===== src/design/dtp_pkg.sv =====
// ----------------------------------------------------------------------------
// dtp_pkg: shared types and constants of the decimal text parser
// Parse phases, status codes, character constants and the result record.
// ----------------------------------------------------------------------------
package dtp_pkg;

    // Parse phase of the current text
    typedef enum logic [2:0] {
        PH_LEAD    = 3'd0,
        PH_SIGN    = 3'd1,
        PH_DIGITS  = 3'd2,
        PH_TRAIL   = 3'd3,
        PH_GARBAGE = 3'd4
    } phase_t;

    // Result status codes
    localparam logic [1:0] ST_OK       = 2'd0;
    localparam logic [1:0] ST_INVALID  = 2'd1;
    localparam logic [1:0] ST_OVERFLOW = 2'd2;

    // Character codes
    localparam logic [7:0] CH_NUL   = 8'h00;
    localparam logic [7:0] CH_TAB   = 8'h09;
    localparam logic [7:0] CH_CR    = 8'h0D;
    localparam logic [7:0] CH_SPACE = 8'h20;
    localparam logic [7:0] CH_PLUS  = 8'h2B;
    localparam logic [7:0] CH_MINUS = 8'h2D;
    localparam logic [7:0] CH_ZERO  = 8'h30;
    localparam logic [7:0] CH_NINE  = 8'h39;

    localparam int VALUE_W = 64;
    // Accumulator width with headroom for one multiply by ten plus a digit
    localparam int ACC_W   = VALUE_W + 4;

    // One result transaction
    typedef struct packed {
        logic [1:0]                status;
        logic signed [VALUE_W-1:0] value;
    } result_t;

    // Control from the input stage to the parse core
    typedef struct packed {
        logic       go;
        logic [7:0] ch;
        logic       last;
    } step_t;

endpackage


===== src/design/decimal_text_to_int64_parser.sv =====
// ----------------------------------------------------------------------------
// decimal_text_to_int64_parser: streaming decimal text to signed 64-bit value
// Parses one text byte per transaction and returns status and value.
// ----------------------------------------------------------------------------
// Usage:
//   Slave side carries one text byte per transaction in s_tdata, with s_tlast
//   on the final byte of a text. Master side carries one result transaction
//   per text: status (0 ok, 1 invalid, 2 overflow) and the 64-bit value.
//   Bytes enter an input register, the parse core advances its state by one
//   byte per cycle (multiply by ten, add and range check), and the result of
//   a text is loaded into the output register.
//   Throughput: one byte per cycle while no final byte waits for the output
//   register, as set by the registered state update loop.
//   Reset clears the parse state and both stage valid flags; no result is
//   pending afterwards. When the receiver stalls, non-final bytes still flow
//   through; a final byte waits in the input register until the output
//   register is free, and s_tready then drops.
// ----------------------------------------------------------------------------
module decimal_text_to_int64_parser (
    input  logic        clk,
    input  logic        rst_n,
    input  logic        s_tvalid,
    output logic        s_tready,
    input  logic [7:0]  s_tdata,   // [7:0] ch
    input  logic        s_tlast,   // last
    output logic        m_tvalid,
    input  logic        m_tready,
    output logic [71:0] m_tdata    // [1:0] status, [65:2] value, [71:66] zero
);
    import dtp_pkg::*;

    logic       in_valid_reg;
    logic [7:0] in_ch_reg;
    logic       in_last_reg;
    logic       out_valid_reg;
    result_t    out_reg;
    result_t    core_result;
    step_t      step;
    logic       out_free;

    // Input stage hands a byte to the core unless a final byte must wait
    assign out_free  = !out_valid_reg || m_tready;
    assign step.go   = in_valid_reg && (!in_last_reg || out_free);
    assign step.ch   = in_ch_reg;
    assign step.last = in_last_reg;
    assign s_tready  = !in_valid_reg || step.go;

    // Input register
    always_ff @(posedge clk or negedge rst_n)
    begin
        if (!rst_n)
            in_valid_reg <= 1'b0;
        else if (s_tready)
            in_valid_reg <= s_tvalid;
    end

    always_ff @(posedge clk)
    begin
        if (s_tready && s_tvalid)
        begin
            in_ch_reg   <= s_tdata;
            in_last_reg <= s_tlast;
        end
    end

    dtp_core u_core (
        .clk    (clk),
        .rst_n  (rst_n),
        .step   (step),
        .result (core_result)
    );

    // Output register
    always_ff @(posedge clk or negedge rst_n)
    begin
        if (!rst_n)
            out_valid_reg <= 1'b0;
        else if (step.go && step.last)
            out_valid_reg <= 1'b1;
        else if (m_tready)
            out_valid_reg <= 1'b0;
    end

    always_ff @(posedge clk)
    begin
        if (step.go && step.last)
            out_reg <= core_result;
    end

    assign m_tvalid = out_valid_reg;
    assign m_tdata  = {6'b0, out_reg.value, out_reg.status};

endmodule


===== src/design/dtp_core.sv =====
// ----------------------------------------------------------------------------
// dtp_core: parse state and per-byte step logic
// Holds phase, sign, signed accumulator and flags; advances them by one byte
// per step and forms the result of the text from the updated state.
// ----------------------------------------------------------------------------
module dtp_core (
    input  logic             clk,
    input  logic             rst_n,
    input  dtp_pkg::step_t   step,
    output dtp_pkg::result_t result
);
    import dtp_pkg::*;

    phase_t                    phase_reg, phase_next;
    logic                      negative_reg, negative_next;
    logic signed [VALUE_W-1:0] acc_reg, acc_next;
    logic                      ovf_reg, ovf_next;
    logic                      ended_reg, ended_next;

    logic                      is_space, is_digit, is_sign, take_digit;
    logic signed [ACC_W-1:0]   acc_ext, times10, acc_sum;
    logic [ACC_W-1:0]          digit_ext;
    logic                      sum_fits;

    // Character classes
    assign is_space = (step.ch == CH_SPACE) || (step.ch >= CH_TAB && step.ch <= CH_CR);
    assign is_digit = (step.ch >= CH_ZERO) && (step.ch <= CH_NINE);
    assign is_sign  = (step.ch == CH_PLUS) || (step.ch == CH_MINUS);

    // Phase next state; a NUL byte or an ended text freezes the phase
    always_comb
    begin
        phase_next = phase_reg;
        take_digit = 1'b0;
        if (!ended_reg && step.ch != CH_NUL)
        begin
            unique case (phase_reg)
                PH_LEAD:
                begin
                    if (is_space)
                        phase_next = PH_LEAD;
                    else if (is_sign)
                        phase_next = PH_SIGN;
                    else if (is_digit)
                    begin
                        phase_next = PH_DIGITS;
                        take_digit = 1'b1;
                    end
                    else
                        phase_next = PH_GARBAGE;
                end
                PH_SIGN:
                begin
                    if (is_digit)
                    begin
                        phase_next = PH_DIGITS;
                        take_digit = 1'b1;
                    end
                    else
                        phase_next = PH_GARBAGE;
                end
                PH_DIGITS:
                begin
                    if (is_digit)
                        take_digit = 1'b1;
                    else if (is_space)
                        phase_next = PH_TRAIL;
                    else
                        phase_next = PH_GARBAGE;
                end
                PH_TRAIL:
                begin
                    if (!is_space)
                        phase_next = PH_GARBAGE;
                end
                default:
                    phase_next = PH_GARBAGE;
            endcase
        end
    end

    // Accumulate the signed value directly: acc*10 + d, or acc*10 - d
    assign acc_ext   = {{(ACC_W-VALUE_W){acc_reg[VALUE_W-1]}}, acc_reg};
    assign times10   = (acc_ext <<< 3) + (acc_ext <<< 1);
    assign digit_ext = {{(ACC_W-4){1'b0}}, step.ch[3:0]};
    assign acc_sum   = negative_reg ? (times10 - $signed(digit_ext))
                                    : (times10 + $signed(digit_ext));
    // Fits in 64 bits when the headroom bits all match the sign bit
    assign sum_fits  = (acc_sum[ACC_W-1:VALUE_W-1] == {(ACC_W-VALUE_W+1){1'b0}})
                    || (acc_sum[ACC_W-1:VALUE_W-1] == {(ACC_W-VALUE_W+1){1'b1}});

    // Datapath next state
    always_comb
    begin
        negative_next = negative_reg;
        acc_next      = acc_reg;
        ovf_next      = ovf_reg;
        ended_next    = ended_reg;
        if (!ended_reg)
        begin
            if (step.ch == CH_NUL)
                ended_next = 1'b1;
            else if (phase_reg == PH_LEAD && is_sign)
                negative_next = (step.ch == CH_MINUS);
        end
        if (take_digit && !ovf_reg)
        begin
            if (sum_fits)
                acc_next = acc_sum[VALUE_W-1:0];
            else
                ovf_next = 1'b1;
        end
    end

    // Result of the text from the updated state
    always_comb
    begin
        result.value = '0;
        if (ovf_next)
            result.status = ST_OVERFLOW;
        else if (phase_next == PH_DIGITS || phase_next == PH_TRAIL)
        begin
            result.status = ST_OK;
            result.value  = acc_next;
        end
        else
            result.status = ST_INVALID;
    end

    // State registers; the last byte of a text returns them to reset
    always_ff @(posedge clk or negedge rst_n)
    begin
        if (!rst_n)
        begin
            phase_reg    <= PH_LEAD;
            negative_reg <= 1'b0;
            acc_reg      <= '0;
            ovf_reg      <= 1'b0;
            ended_reg    <= 1'b0;
        end
        else if (step.go)
        begin
            if (step.last)
            begin
                phase_reg    <= PH_LEAD;
                negative_reg <= 1'b0;
                acc_reg      <= '0;
                ovf_reg      <= 1'b0;
                ended_reg    <= 1'b0;
            end
            else
            begin
                phase_reg    <= phase_next;
                negative_reg <= negative_next;
                acc_reg      <= acc_next;
                ovf_reg      <= ovf_next;
                ended_reg    <= ended_next;
            end
        end
    end

endmodule

===== config.mk =====
export PLATFORM = sky130hd
export DESIGN_NAME = decimal_text_to_int64_parser
export DESIGN_NICKNAME = d
export VERILOG_FILES = /design/src/design/dtp_pkg.sv /design/src/design/decimal_text_to_int64_parser.sv /design/src/design/dtp_core.sv
export SDC_FILE = /design/constraint.sdc
export NUM_CORES = 1
export LEC_CHECK = 0
export BUFFER_PORTS_ARGS = -buffer_cell sky130_fd_sc_hd__buf_2
export CORE_UTILIZATION = 30
export DETAILED_ROUTE_END_ITERATION = 7
export HOLD_SLACK_MARGIN = 0.08
export PLACE_DENSITY = 0.54
export SLEW_MARGIN = 20
export SYNTH_ARGS = -nofsm -noshare
export SYNTH_HDL_FRONTEND = slang
export SYNTH_SLANG_ARGS = --single-unit
export TNS_END_PERCENT = 20

===== constraint.sdc =====
create_clock -name clk -period 6.19 [get_ports clk]
set_clock_uncertainty 0.2 [all_clocks]
set_input_delay 0.619 -clock clk [delete_from_list [all_inputs] [get_ports clk]]
set_output_delay 0.619 -clock clk [all_outputs]
set_load 0.02 [all_outputs]

======== After elaboration in Yosys (flattened, before gate mapping) ========
Cells that the tools add are included.
word-level totals
  flip-flop bits (word level) ............. 147
  logic and storage cells ................. 90
  bits of input ports ..................... 13
operators by class
  eq/ne operators ......................... 11
  add/subtract/negate cells ............... 3
  reductions and logical operators ........ 29
  muxes and demuxes ....................... 31
  bitwise operators ....................... 1
  $lt $le $gt $ge ......................... 4
operator list
  operator                                             count
  two-way mux 64 bit                                   3
  adder 67 x 65 -> 68 bit                              1
  adder 68 x 5 -> 68 bit                               1
  two-way mux 68 bit                                   1
  subtractor 68 x 5 -> 68 bit                          1
  == test 8 x 6 -> 1 bit, second input constant        3
  two-way mux 3 bit                                    8
  two-way mux 1 bit                                    17
  == test 3 x 2 -> 1 bit, second input constant        4
  case mux 3 bit (4 select lines)                      1
  >= comparator 8 x 4 -> 1 bit, second input constant  1
  >= comparator 8 x 6 -> 1 bit, second input constant  1
  <= comparator 8 x 4 -> 1 bit, second input constant  1
  <= comparator 8 x 6 -> 1 bit, second input constant  1
  logical AND 1 bit                                    8
  zero test 8 bit                                      1
  nonzero test 8 bit                                   1
  logical OR 1 bit                                     7
  == test 5 bit, second input constant                 1
  zero test 1 bit                                      5
  zero test 5 bit                                      1
  inequality test 2 bit, second input constant         2
  AND reduction 4 bit                                  1
  nonzero test 2 bit                                   2
  other kinds (5)                                      6

======== Depth between registers and ports, before layout ========
  word-level depth ........................ 11
  gate-level depth with buffers ........... 23
  mapped depth without buffers ............ 19

======== Hierarchy ========
A second synthesis with hierarchy kept.
unflattened totals
  cell total of the unflattened synthesis .. 1,930
  area, all modules ....................... 14,799.2 sq um
by module, submodules not included
  module                        instances  cells an instance  area each (sq um)
  dtp_core                      1          1,838              12,391.9
  decimal_text_to_int64_parser  1          92                 2,407.3

======== Worst setup path after synthesis ========
Ideal clock, no wire load.
  path kind ............................... flip-flop to flip-flop
  start point ............................. reg u_core.acc_reg[0]
  end point ............................... reg out_reg, in the netlist m_tdata[39] (data pin)
  arrival time ............................ 5.151 ns
  required time ........................... 5.736 ns
  stages on the path, launching flop included .. 23
  library setup time ...................... 0.254 ns
  slack ................................... 0.585 ns
  cell sequence ........................... dfrtp_1 -> ha_1 -> inv_1 -> fa_1 -> nand2b_1 -> a21oi_2 -> nor2_1 -> xnor2_1 -> or2_1 -> or3_1 -> or4_1 -> nor4b_4 -> nand4_1 -> o21a_1 -> or4_1 -> nand4_1 -> a2bb2o_1 -> buf_6 -> nand2_4 -> buf_6 -> buf_6 -> mux2i_1 -> nor2_1
between the ends
  longest elaborated chain between the ends .. 8
  elaborated cells on any way between the ends .. 12
  classes of those cells .................. 3 x add/sub; 1 x eq/ne; 5 x mux; 3 x reduce/logical
ends and longest elaborated chain
  element                                                                       line                                text
  from (decl)                                                                   dtp_core.sv:16                      logic signed [VALUE_W-1:0] acc_reg, acc_next;
  from (signal assigned)                                                        dtp_core.sv:155                     acc_reg <= acc_next;
  adder 67 x 65 -> 68 bit *                                                     dtp_core.sv:84                      assign times10 = (acc_ext <<< 3) + (acc_ext <<< 1);
  adder 68 x 5 -> 68 bit / subtractor 68 x 5 -> 68 bit (equally long branches)  dtp_core.sv:87, dtp_core.sv:86
  two-way mux 68 bit *                                                          dtp_core.sv:86                      assign acc_sum = negative_reg ? (times10 - $signed(digit_ext))
  == test 5 bit / zero test 5 bit (equally long branches)                       dtp_core.sv:90, dtp_core.sv:89
  logical OR 1 bit                                                              dtp_core.sv:90                      || (acc_sum[ACC_W-1:VALUE_W-1] == {(ACC_W-VALUE_W+1){1'b1}});
  two-way mux 1 bit                                                             dtp_core.sv:108                     if (sum_fits)
  two-way mux 1 bit                                                             dtp_core.sv:106                     if (take_digit && !ovf_reg)
  OR reduction 2 bit (no line)                                                  -
  to (signal assigned)                                                          decimal_text_to_int64_parser.sv:87  out_reg <= core_result;
  to (decl)                                                                     decimal_text_to_int64_parser.sv:36  result_t out_reg;
Every way passes the cells marked *; elsewhere a longest branch is shown, timed or not.
A chain may end at the register's enable or synchronous reset.

======== Final worst setup path ========
  start point ............................. reg u_core.acc_reg[30]
  end point ............................... reg out_reg, in the netlist m_tdata[2] (data pin)
between the ends
  longest elaborated chain between the ends .. 8
  elaborated cells on any way between the ends .. 12
  classes of those cells .................. 3 x add/sub; 1 x eq/ne; 5 x mux; 3 x reduce/logical
ends and longest elaborated chain
  element                                                                       line                            text
  adder 67 x 65 -> 68 bit *                                                     dtp_core.sv:84
  adder 68 x 5 -> 68 bit / subtractor 68 x 5 -> 68 bit (equally long branches)  dtp_core.sv:87, dtp_core.sv:86
  two-way mux 68 bit *                                                          dtp_core.sv:86
  == test 5 bit / zero test 5 bit (equally long branches)                       dtp_core.sv:90, dtp_core.sv:89
  logical OR 1 bit *                                                            dtp_core.sv:90
  two-way mux 1 bit *                                                           dtp_core.sv:108
  two-way mux 1 bit *                                                           dtp_core.sv:106
  net u_core.ovf_next                                                           dtp_core.sv:17                  logic ovf_reg, ovf_next;
  OR reduction 2 bit (no line) *                                                -
The timed path passes the listed nets; every way through them passes the cells marked *.

==> metrics.csv <==
stage;metric;value;unit
status;result_of_the_run;finished clean;
setup_path;cp.arrival;6.05;ns
hold_path;min_from;s_tvalid;
die;placementRows;79;
power_and_ir_drop;static-leakage-power;7.14;nW
detailed_routing;average_wire_per_standard_cell;22.2;microns
power_and_ir_drop;power_per_cell_area;187;nW/um^2
global_routing;grt_pass1_vias;13900;
run;maxCapViolations;0;
finish;largest_register_ff_count;66;
finish;antenna_cells;0;
finish;commonest_non_fill_non_tap_cell_in_the_layout;nor2_1;
timing;max_slew.worst_pin.slew;0.722;ns
power_and_ir_drop;power.total;3.22;mW
global_routing;global_route_wire_length_before_repair;83.9;mm
setup_path;critPathSlowestCell;or4_1;
synthesis;async_flop_share;49.0;%
detailed_routing;dr_total_vias;14400;
die;coreArea;46600;sq um
setup_path;rr_startpoint;u_core.acc_reg[30];
global_routing;track_usage;23.2;%
clock_network;clk-insertion-delay-late;0.49;ns
finish;layout.cells.non_filler;2512;
setup_path;ff2ff_setup_slack;0.19;ns
setup_path;worstPathMaxFanout;10;
setup_path;worst_setup_path_start_kind;flop;
hold_path;hold-path-endpoint;in_valid_reg;
die;initial_core_util;30.4;%
clock_network;tritoncts_clock_tree;yes;
synthesis;synthesis.area;14100;sq um
clock_network;cts_buffers;17;
synthesis;synthFlopType;edfxtp_1;
die;design.portCount;87;
timing;setup_repair_after_global_routing_missed_its_margin;yes;
clock_network;clock_pin_slew_reported_for_the_worst_setup_and_hold_paths_after_clock_tree_synthesis;0.07;ns
clock_network;htreeDepth;4;
placed_design;place_inst;2459;
synthesis;synth-seq-area-share;28.7;%
placed_design;place.gp.congestion;0.952;
timing;max_freq;167;MHz
synthesis;synth.avg_cell_area;8.30;sq um
setup_path;path_delay_family;simple AND/OR/NAND/NOR gates;
detailed_routing;totalWireLength;55.9;mm
timing;timing.final.crit_period;6.00;ns
placed_design;buffers_added_on_ports;80;
die;die_height;219;microns
placed_design;detailedPlacementHpwl;43.9;mm
setup_path;worst_ep_required_time;6.24;ns
synthesis;yosysWarnings;0;
finish;final_nets;1977;
die;die-area;48000;sq um
setup_path;critical-path-max-stage-delay;0.49;ns
global_routing;grt_max_degree;42;
power_and_ir_drop;peakVddDrop;0.000208;V
clock_network;cts_num_sinks;147;
detailed_routing;post_drt_via_cell_ratio;5.74;
finish;drive_gt1_share;19.6;%
setup_path;path_common_cell;or4_1;
detailed_routing;ant_nets;0;
synthesis;yosysUniqueCellTypes;101;
timing;slew_viol_final;0;
global_routing;grt_overflow_total;0;
detailed_routing;drt_first_pass_iters;5;
finish;layout.cells.most_common_list;184 x nor2_1, 153 x buf_4, 152 x nand2_1, 114 x a21oi_1, 84 x o21ai_0;
finish;area_delta_synth_final;21.3;%
timing;finalHoldViolations;0;
synthesis;yosys_register_bits;147;
setup_path;reg2reg_depth;19;
detailed_routing;drt_iter0_markers;1313;
detailed_routing;remaining_drc_errors;0;
setup_path;worstSetupPathType;reg2reg;
timing;setup-violations-final;0;
setup_path;crit_path_cell_trace;ha_1 -> a21oi_1 -> o21ai_1 -> a21o_1 -> a221o_1 -> nor2b_1 -> or3_1 -> xor2_2 -> nand4bb_1 -> or4_1 -> o31a_1 -> or4_1 -> nand4_1 -> a2bb2o_1 -> buf_4 -> o21bai_2 -> nand2b_4 -> buf_8 -> nor2_1;
hold_path;worstHoldPathType;in2reg;
placed_design;detailedPlace.worstSlack;-0.148;ns
timing;max-slew-margin-rel;51.3;%
synthesis;synth_edf_count;75;
timing;setup_slack;0.192;ns
setup_path;cp.buffers_inverters;2;
setup_path;rr_endpoint;m_tdata[2];
timing;layout_worst_path_cycle_share;96.9;%
setup_path;worst_setup_path_end_kind;flop;
synthesis;synthCells;1704;
global_routing;grt_antenna_before_repair;2;
clock_network;clockRootBuffer;clkbuf_16;
hold_path;worst_hold_path.num_cells;2;
die;floorplan.die.width;219;microns
clock_network;clock_tree.buffer_depth;2;
-- cell type report --
class | count | area [sq um]
clock buffer | 17 | 425
fill | 4788 | 29400
inverter | 38 | 143
tap | 607 | 759
clock inverter | 15 | 170
timing repair buffer | 254 | 1870
multi-input combinational | 1434 | 9740
sequential | 147 | 4050
-- cell usage after synthesis, drive strengths merged (20+ instances only) --
library cell	n	area (sq um)
a21o	24	180
edfxtp	75	2250
and2	23	144
nand4	68	425
nor3	49	255
or4	20	158
clkbuf	35	131
buf	55	328
ha	69	863
nand2	153	582
dfrtp	72	1800
nand3	50	255
a22o	53	464
mux2i	71	711
inv	37	139
nor4	33	234
nor2	185	694
or3	27	169
xor2	36	315
xnor2	59	532
o21ai	108	552
a21oi	123	646
-- worst max path at each step --
stage	start	end	slack, ns	cells after the start
after floorplan	u_core.acc_reg[0]	m_tdata[39]	0.59	22
after detailed placement	u_core.acc_reg[2]	m_tdata[22]	-0.15	22
after CTS	u_core.acc_reg[21]	m_tdata[22]	0.01	19
after global placement	u_core.acc_reg[2]	m_tdata[28]	-0.14	21
final	u_core.acc_reg[30]	m_tdata[2]	0.19	19
after global routing	u_core.acc_reg[2]	m_tdata[36]	-0.04	22
-- report_power, final --
part	total, mW	switching, mW	internal [mW]
clock network	1.08	0.481	0.602
registers	1.14	0.0650	1.08
logic	0.991	0.593	0.398
total	3.22	1.14	2.08
-- metrics by stage --
step / hold slack [ns] / setup TNS, ns / cell area (sq um) / util, %
3_5_place_dp: 0.311 / -8.39 / 16100 / 34.6
3_3_place_gp: 0.301 / -4.25 / 16100 / 34.6
2_1_floorplan: 0.123 / 0 / 14200 / -
6_report: 0.138 / 0 / 17200 / 36.9
5_1_grt: 0.114 / -1.22 / 17200 / 36.9
4_1_cts: 0.0965 / 0 / 16800 / 36.1
-- cells by family after synthesis --
kind of cell | count (synthesis) | share of synthesized area, %
adder cells (fa/ha/maj) | 72 | 6.53
other | 1 | 0.0265
multiplexers | 75 | 5.34
flip-flops | 147 | 28.7
XOR/XNOR | 95 | 5.99
AND/OR/NAND/NOR | 702 | 25.6
AO/OA/AOI/OAI | 484 | 23.6
buffers and inverters | 128 | 4.25
-- worst reg2reg max path, stage by stage (launching register included) --
cell and delay (ns):
dfrtp_1 0.43, ha_1 0.47, a21oi_1 0.30, o21ai_1 0.21, a21o_1 0.26, a221o_1 0.35, nor2b_1 0.14, or3_1 0.46
xor2_2 0.24, nand4bb_1 0.34, or4_1 0.49, o31a_1 0.14, or4_1 0.43, nand4_1 0.12, a2bb2o_1 0.33, buf_4 0.17
o21bai_2 0.13, nand2b_4 0.24, buf_8 0.22, nor2_1 0.09
-- layer usage --
layer	part of all wire, %	wire length [microns]	GRT usage [%]
met4	2.5	1400	7.20
met1	47	26100	31.3
met2	46	25400	37.5
met3	5.3	2940	3.92
met5	0	0	0
-- timing repair --
item / 4_1_cts / 5_1_grt
hold endpoints to repair: 40 / 0
endpoints found under the setup margin: 121 / 128
pin swaps: 0 / 11
gates resized for setup: 3 / 48
gates cloned: 0 / 2
setup buffers: 0 / 8
hold buffers: 10 / 0
(Power assumes the default switching activity.)
